### src/tca_pkg.sv
// Package of types, constants and helpers shared by the thread count autotuner.
package tca_pkg;

    // Sizes of the block.
    localparam int MAX_THREADS = 64;
    localparam int TIME_BITS   = 32;
    localparam int CNT_W       = 7;
    localparam int TOL_W       = 17;
    localparam int CFG_W       = 17;
    localparam int RAM_DEPTH   = MAX_THREADS + 1;
    localparam int ADDR_W      = $clog2(RAM_DEPTH);

    // Signed width of the slope divider and its iteration counter.
    localparam int DIV_BITS    = 52;
    localparam int DIV_CNT_W   = $clog2(DIV_BITS);

    // Prediction arithmetic and the serial tolerance multiply.
    localparam int PRED_W      = 64;
    localparam int PROD_W      = PRED_W + TOL_W - 1;

    localparam logic [31:0]      GOLD_Q32  = 32'd1640531526;
    localparam logic [TOL_W-1:0] TOL_ONE   = 17'd65536;

    // Search phase, numbered as reported on the result channel.
    typedef enum logic [3:0] {
        PH_WARM1  = 4'd0,
        PH_WARM2  = 4'd1,
        PH_FULL   = 4'd2,
        PH_HALF   = 4'd3,
        PH_TQ     = 4'd4,
        PH_GOLDEN = 4'd5,
        PH_TDONE  = 4'd6,
        PH_CWARM  = 4'd7,
        PH_CMEAS  = 4'd8,
        PH_SWARM  = 4'd9,
        PH_SMEAS  = 4'd10,
        PH_DONE   = 4'd11
    } phase_t;

    // Configuration register indexes.
    typedef enum logic [1:0] {
        CFG_LIMIT = 2'd0,
        CFG_TOL   = 2'd1,
        CFG_STOP  = 2'd2,
        CFG_PLACE = 2'd3
    } cfg_index_t;

    // Sequencer states of the top level.
    typedef enum logic [4:0] {
        S_IDLE,
        S_STEP,
        S_SAT_A,
        S_SAT_B,
        S_SAT_C,
        S_SAT_D,
        S_NW_A,
        S_NW_B,
        S_NW_C,
        S_NW_D,
        S_NW_F,
        S_NW_G,
        S_NW_S,
        S_NW_M,
        S_NW_INIT,
        S_NW_SCAN1,
        S_NW_MULI,
        S_NW_MUL,
        S_NW_BND,
        S_NW_SCAN2,
        S_BM_INIT,
        S_BM_RD,
        S_BM_CMP,
        S_FIN,
        S_GOLD,
        S_GOLD_RL,
        S_GOLD_RR,
        S_GOLD_CMP,
        S_GOLD_END,
        S_OUT
    } seq_state_t;

    // Golden-section offset: floor(span * 0.381966...).
    function automatic logic [CNT_W-1:0] gold_offset(input logic [CNT_W-1:0] span);
        logic [CNT_W+31:0] prod;
        prod = {{CNT_W{1'b0}}, GOLD_Q32} * {{32{1'b0}}, span};
        return prod[CNT_W+31:32];
    endfunction

    // Sample store address of a thread count; counts beyond the store map to zero.
    function automatic logic [ADDR_W-1:0] sample_index(input logic [CNT_W-1:0] t);
        if (t > CNT_W'(MAX_THREADS)) begin
            return '0;
        end
        return ADDR_W'(t);
    endfunction

endpackage

### src/tca_divider.sv
// Restoring signed divider, one quotient bit a cycle, truncating toward zero.
module tca_divider (
    input  logic                                clk,
    input  logic                                rst_n,
    input  logic                                start,
    input  logic signed [tca_pkg::DIV_BITS-1:0] dividend,
    input  logic        [tca_pkg::CNT_W-1:0]    divisor,
    output logic                                done,
    output logic signed [tca_pkg::DIV_BITS-1:0] quotient
);
    import tca_pkg::*;

    logic                 busy_reg, busy_next;
    logic                 done_reg, done_next;
    logic [DIV_CNT_W-1:0] count_reg, count_next;
    logic [DIV_BITS-1:0]  num_reg, num_next;
    logic [CNT_W-1:0]     rem_reg, rem_next;
    logic [CNT_W-1:0]     den_reg, den_next;
    logic                 neg_reg, neg_next;

    logic [CNT_W:0]       trial;
    logic                 fits;

    // One trial subtraction of the divisor from the partial remainder.
    always_comb
    begin
        trial = {rem_reg, num_reg[DIV_BITS-1]};
        fits  = trial >= {1'b0, den_reg};
    end

    // Sequencing of the iterations.
    always_comb
    begin
        busy_next  = busy_reg;
        done_next  = 1'b0;
        count_next = count_reg;
        num_next   = num_reg;
        rem_next   = rem_reg;
        den_next   = den_reg;
        neg_next   = neg_reg;
        if (start)
        begin
            busy_next  = 1'b1;
            count_next = DIV_CNT_W'(DIV_BITS - 1);
            num_next   = dividend[DIV_BITS-1] ? $unsigned(-dividend) : $unsigned(dividend);
            rem_next   = '0;
            den_next   = divisor;
            neg_next   = dividend[DIV_BITS-1];
        end
        else if (busy_reg)
        begin
            num_next = {num_reg[DIV_BITS-2:0], fits};
            rem_next = fits ? CNT_W'(trial - {1'b0, den_reg}) : trial[CNT_W-1:0];
            if (count_reg == '0)
            begin
                busy_next = 1'b0;
                done_next = 1'b1;
            end
            else
            begin
                count_next = count_reg - 1'b1;
            end
        end
    end

    // Control registers.
    always_ff @(posedge clk or negedge rst_n)
    begin
        if (!rst_n)
        begin
            busy_reg <= 1'b0;
            done_reg <= 1'b0;
        end
        else
        begin
            busy_reg <= busy_next;
            done_reg <= done_next;
        end
    end

    // Datapath registers.
    always_ff @(posedge clk)
    begin
        count_reg <= count_next;
        num_reg   <= num_next;
        rem_reg   <= rem_next;
        den_reg   <= den_next;
        neg_reg   <= neg_next;
    end

    assign done     = done_reg;
    assign quotient = neg_reg ? -$signed(num_reg) : $signed(num_reg);

endmodule

### config.mk
export PLATFORM = sky130hd
export DESIGN_NAME = tca_divider
export DESIGN_NICKNAME = d
export VERILOG_FILES = /design/src/tca_pkg.sv /design/src/tca_divider.sv
export SDC_FILE = /design/constraint.sdc
export NUM_CORES = 1
export LEC_CHECK = 0
export ABC_AREA = 1
export BUFFER_PORTS_ARGS = -buffer_cell sky130_fd_sc_hd__buf_2
export CORE_MARGIN = 4
export CORE_UTILIZATION = 52
export CTS_BUF_LIST = sky130_fd_sc_hd__clkbuf_8 sky130_fd_sc_hd__clkbuf_16
export DETAILED_ROUTE_END_ITERATION = 12
export PLACE_DENSITY_LB_ADDON = 0.2
export SLEW_MARGIN = 20
export SYNTH_ARGS = -nofsm -noshare
export SYNTH_HDL_FRONTEND = slang
export SYNTH_SLANG_ARGS = --single-unit
### constraint.sdc
create_clock -name clk -period 2.2 [get_ports clk]
set_clock_uncertainty 0.2 [all_clocks]
set_input_delay 0.33 -clock clk [delete_from_list [all_inputs] [get_ports clk]]
set_output_delay 0.33 -clock clk [all_outputs]
set_load 0.01 [all_outputs]
; Word level (Yosys, flattened, before mapping)
; Cells that the tools add are included.
[word_totals]
register_bits = 75
input_bits = 62
out_inout_bits = 53
word_cells = 27
[op_classes]
add_sub_neg = 4
magnitude_cmp = 1
mux = 11
bitwise = 1
reduce_logical = 3
[op_table]
columns = operator, count
row1 = 52-bit 2-to-1 mux, 4
row2 = 52-bit negator, 2
row3 = 8-bit by 7-bit >= comparator with 1-bit output, 1
row4 = 7-bit 2-to-1 mux, 1
row5 = 7-bit subtractor, 1
row6 = 6-bit logical NOT, 1
row7 = 1-bit 2-to-1 mux, 6
row8 = "6-bit by 1-bit subtractor with 6-bit output, second input constant", 1
row9 = 2-bit AND reduction, 1
row10 = 2-bit nonzero test, 1
row11 = 1-bit NOT, 1

; Longest topological paths before layout
[logic_depth]
ltp_word = 4
mapped_depth = 12
depth_no_buf = 12

; Worst setup path before layout
; No wires, ideal clock.
[synth_timing]
kind = input port to flip-flop
from = in start
to = reg num_reg[0] (enable)
setup_ps = 408
arrival_ps = 1719
required_ps = 1592
setup_slack_ps = -128
stages = 3
n_path_buf = 1
path_cell_list = clkbuf_1 -> nor2_1 -> inv_1
[synth_between]
elab_chain_cells = 1
[synth_rtl]
columns = item, line_no
row1 = start: declaration, tca_divider.sv:5  ; input logic start,
row2 = 2-bit nonzero test (no source line), n/a
row3 = end signal: assignment, tca_divider.sv:85  ; num_reg <= num_next;
row4 = end: declaration, tca_divider.sv:16  ; logic [DIV_BITS-1:0] num_reg, num_next;
; Every way passes these cells.
; A chain may end at the register's enable or synchronous reset.

; Worst setup path in the final report
[layout_timing]
from = reg num_reg[6]
to = out quotient[36] (netlist name)
[layout_between]
elab_chain_cells = 2
[layout_rtl]
columns = item, line_no
row1 = 52-bit negator, tca_divider.sv:92  ; assign quotient = neg_reg ? -$signed(num_reg) : $signed(num_reg);
row2 = 52-bit 2-to-1 mux, tca_divider.sv:92
row3 = end: declaration, tca_divider.sv:9  ; output logic signed [tca_pkg::DIV_BITS-1:0] quotient
; Every way passes these cells.

==> impl_metrics.tcl <==
set metrics [dict create \
    tightest_slew_ns 0.528 \
    finalCritPeriodShare_pct 124 \
    crit_path_max_incr_delay_ns 0.45 \
    layout.cells.non_filler 1410 \
    antenna_cells 0 \
    nNetsFinal 1307 \
    setup_slack_ns -0.528 \
    cp.required_ns 1.67 \
    slew_violations 0 \
    synth_edf_count 60 \
    cp-start-kind "flip-flop" \
    hold_path.class "in2async" \
    drt-pass1-iter-count 7 \
    drcViolationCount 0 \
    leakage_nw 4.22 \
    rows 41 \
    dp_slack_ns -0.124 \
    grt-ovfl-total 0 \
    cap_violations 0 \
    critPathKind "reg2out" \
    reg2regPathDepth 10 \
    synthDistinctLibCells 45 \
    vdd_drop_max_mv 0.602 \
    die-area_sq_um 14700 \
    totalWireLength_mm 22.2 \
    avgSynthCellArea_sq_um 6.60 \
    wl_per_cell_um 15.7 \
    drive_gt1_share_pct 28.0 \
    die_y_um 121 \
    fmax_mhz 367 \
    hold_ws_ns 0.108 \
    grt_usage_pct 29.2 \
    async_flop_share_pct 2.67 \
    finalSetupTns_ns -17.68 \
    clkTransAtPathRegs_ns 0.06 \
    io_pins 115 \
    area_growth_syn_to_layout_pct 35.6 \
    clk_path_buf_depth 2 \
    synthTopCellsByArea "edfxtp_1, nand2_1, nand3_1" \
    syn-num-nets 1081 \
    grt_pass1_vias 7042 \
    crit_top_cell "nand2_1" \
    yosys_warnings 0 \
    routed_via_density 5.42 \
    r2r-end "rem_reg[6]" \
    largest_reg_flops 52 \
    power.total_mw 5.88 \
    syn_inst 1007 \
    critPathSlowestCell "edfxtp_1" \
    yosys.area.top_type "edfxtp_1" \
    stdcell_area_sq_um 9010 \
    grt_max_degree 60 \
    syn_area_sq_um 6650 \
    ys_seq_area_share_pct 31.8 \
    finalWeightedCongestion 0.937 \
    relSlewSlack_pct 64.7 \
    synth.top_cell.area_share_pct 27.1 \
    path_max_fanout 3 \
    cts_num_sinks 75 \
    htreeDepth 3 \
    clock_latency_ns 0.34 \
    setup_viol 47 \
    yosys-top-cells-count "nand2_1, nor2_1, nand3_1" \
    cts_tree "yes" \
    start_util_pct 52.9 \
    rsz0062_at_grt "yes" \
    antenna_left 0 \
    placed_cells 1339 \
    drt_iter0_drc 746 \
    violations "setup timing" \
    io_buffers 114 \
    die_w_um 121 \
    core_sq_um 12600 \
    cts_buffers 9 \
    synth_most_common_cell "nand2_1" \
    worstPathArrival_ns 2.20 \
    antenna_found_initial 0 \
    fin_util_pct 71.7 \
    setup.worst_path.end_class "output port" \
    crit-reg2reg-launch "num_reg[51]" \
    num_vias 7648 \
    nFillCells 1051 \
    crit_chain "buf_4, nor2_2, buf_4, buf_6, nand2_2, nor2_2, nand2_1, nor2_2, nand2_1, nand2_1, nand2_1, nand2_1, nand2_1, buf_2" \
    synthFlopType "edfxtp_1" \
    hold_viol 0 \
    rrSetupSlack_ns 0.16 \
    clock-root-buffer "clkbuf_16" \
    ys_ff_latch 75 \
    post_dp_cell_area_sq_um 7920 \
    grt_first_pass_wirelength_mm 34.2 \
    powerDensity_nw_per_um2 653 \
    period_needed_ns 2.73 \
    dpl.hpwl_mm 15.9 \
    status "finished, violations left" \
]
[critical path, delay by kind of cell, from the launching register on]
kind / cells / cell delay [ns]
DFF: 1 / 0.45
and+or+nand+nor: 10 / 0.89
buffers and inverters: 4 / 0.54
[worst max-delay path by stage]
stage / startpoint / end / slack [ns]
after global routing: num_reg[7] / quotient[51] / -0.63
after CTS: num_reg[0] / quotient[40] / -0.42
after detailed placement: num_reg[0] / quotient[38] / -0.12
after global placement: num_reg[0] / quotient[38] / -0.09
final: num_reg[6] / quotient[36] / -0.53
after floorplan: start / num_reg[0] / 0.01
[cell families after synthesis]
| kind of cell | count (synthesis) | synth area share (%) |
|---|---|---|
| adder cells (fa/ha/maj) | 12 | 2.37 |
| XOR/XNOR | 63 | 8.30 |
| AND/OR/NAND/NOR | 612 | 40.5 |
| flip-flops | 75 | 31.8 |
| buffers and inverters | 138 | 8.13 |
| AO/OA/AOI/OAI | 107 | 8.89 |
[final cells by class]
class	instances	area, sq um	area share [%]
Tap cell	172	215	2.39
Multi-Input combinational cell	794	4290	47.6
Inverter	112	433	4.80
Clock buffer	9	225	2.50
Timing Repair Buffer	241	1660	18.4
Sequential cell	75	2110	23.4
Clock inverter	7	75.1	0.833
[power by group]
part           switching (mW)  internal, mW
Sequential              0.170          1.75
Combinational            1.40          1.06
Clock                   0.614         0.886
[per-layer routing]
layer / wire (um) / share of wire, % / global-route usage, %
met1: 9470 / 43 / 40.2
met2: 10400 / 47 / 47.0
met5: 0 / 0 / 0
met3: 1750 / 7.9 / 4.24
met4: 541 / 2.4 / 9.92
[cell usage in the layout (no fill, tap or decap), types with 26 or more instances in the layout]
cell type / netlist / final
nand2_1: 285 / 274
buf_4: 2 / 100
xor2_1: 49 / 46
nand4_1: 30 / 30
inv_1: 108 / 103
nor2_2: 8 / 26
buf_2: 5 / 114
edfxtp_1: 60 / 60
nand3_1: 127 / 117
o21ai_0: 66 / 58
nor2_1: 132 / 109
[what timing repair did]
| action | CTS | global route |
|---|---|---|
| gates cloned | 0 | 0 |
| hold endpoints to repair | 9 | 0 |
| buffers inserted | 31 | 20 |
| hold buffers | 8 | 0 |
| pin swaps | 25 | 16 |
| gates resized for setup | 66 | 38 |
| endpoints found under the setup margin | 53 | 58 |
No activity file was read; power rests on OpenSTA's default activity.
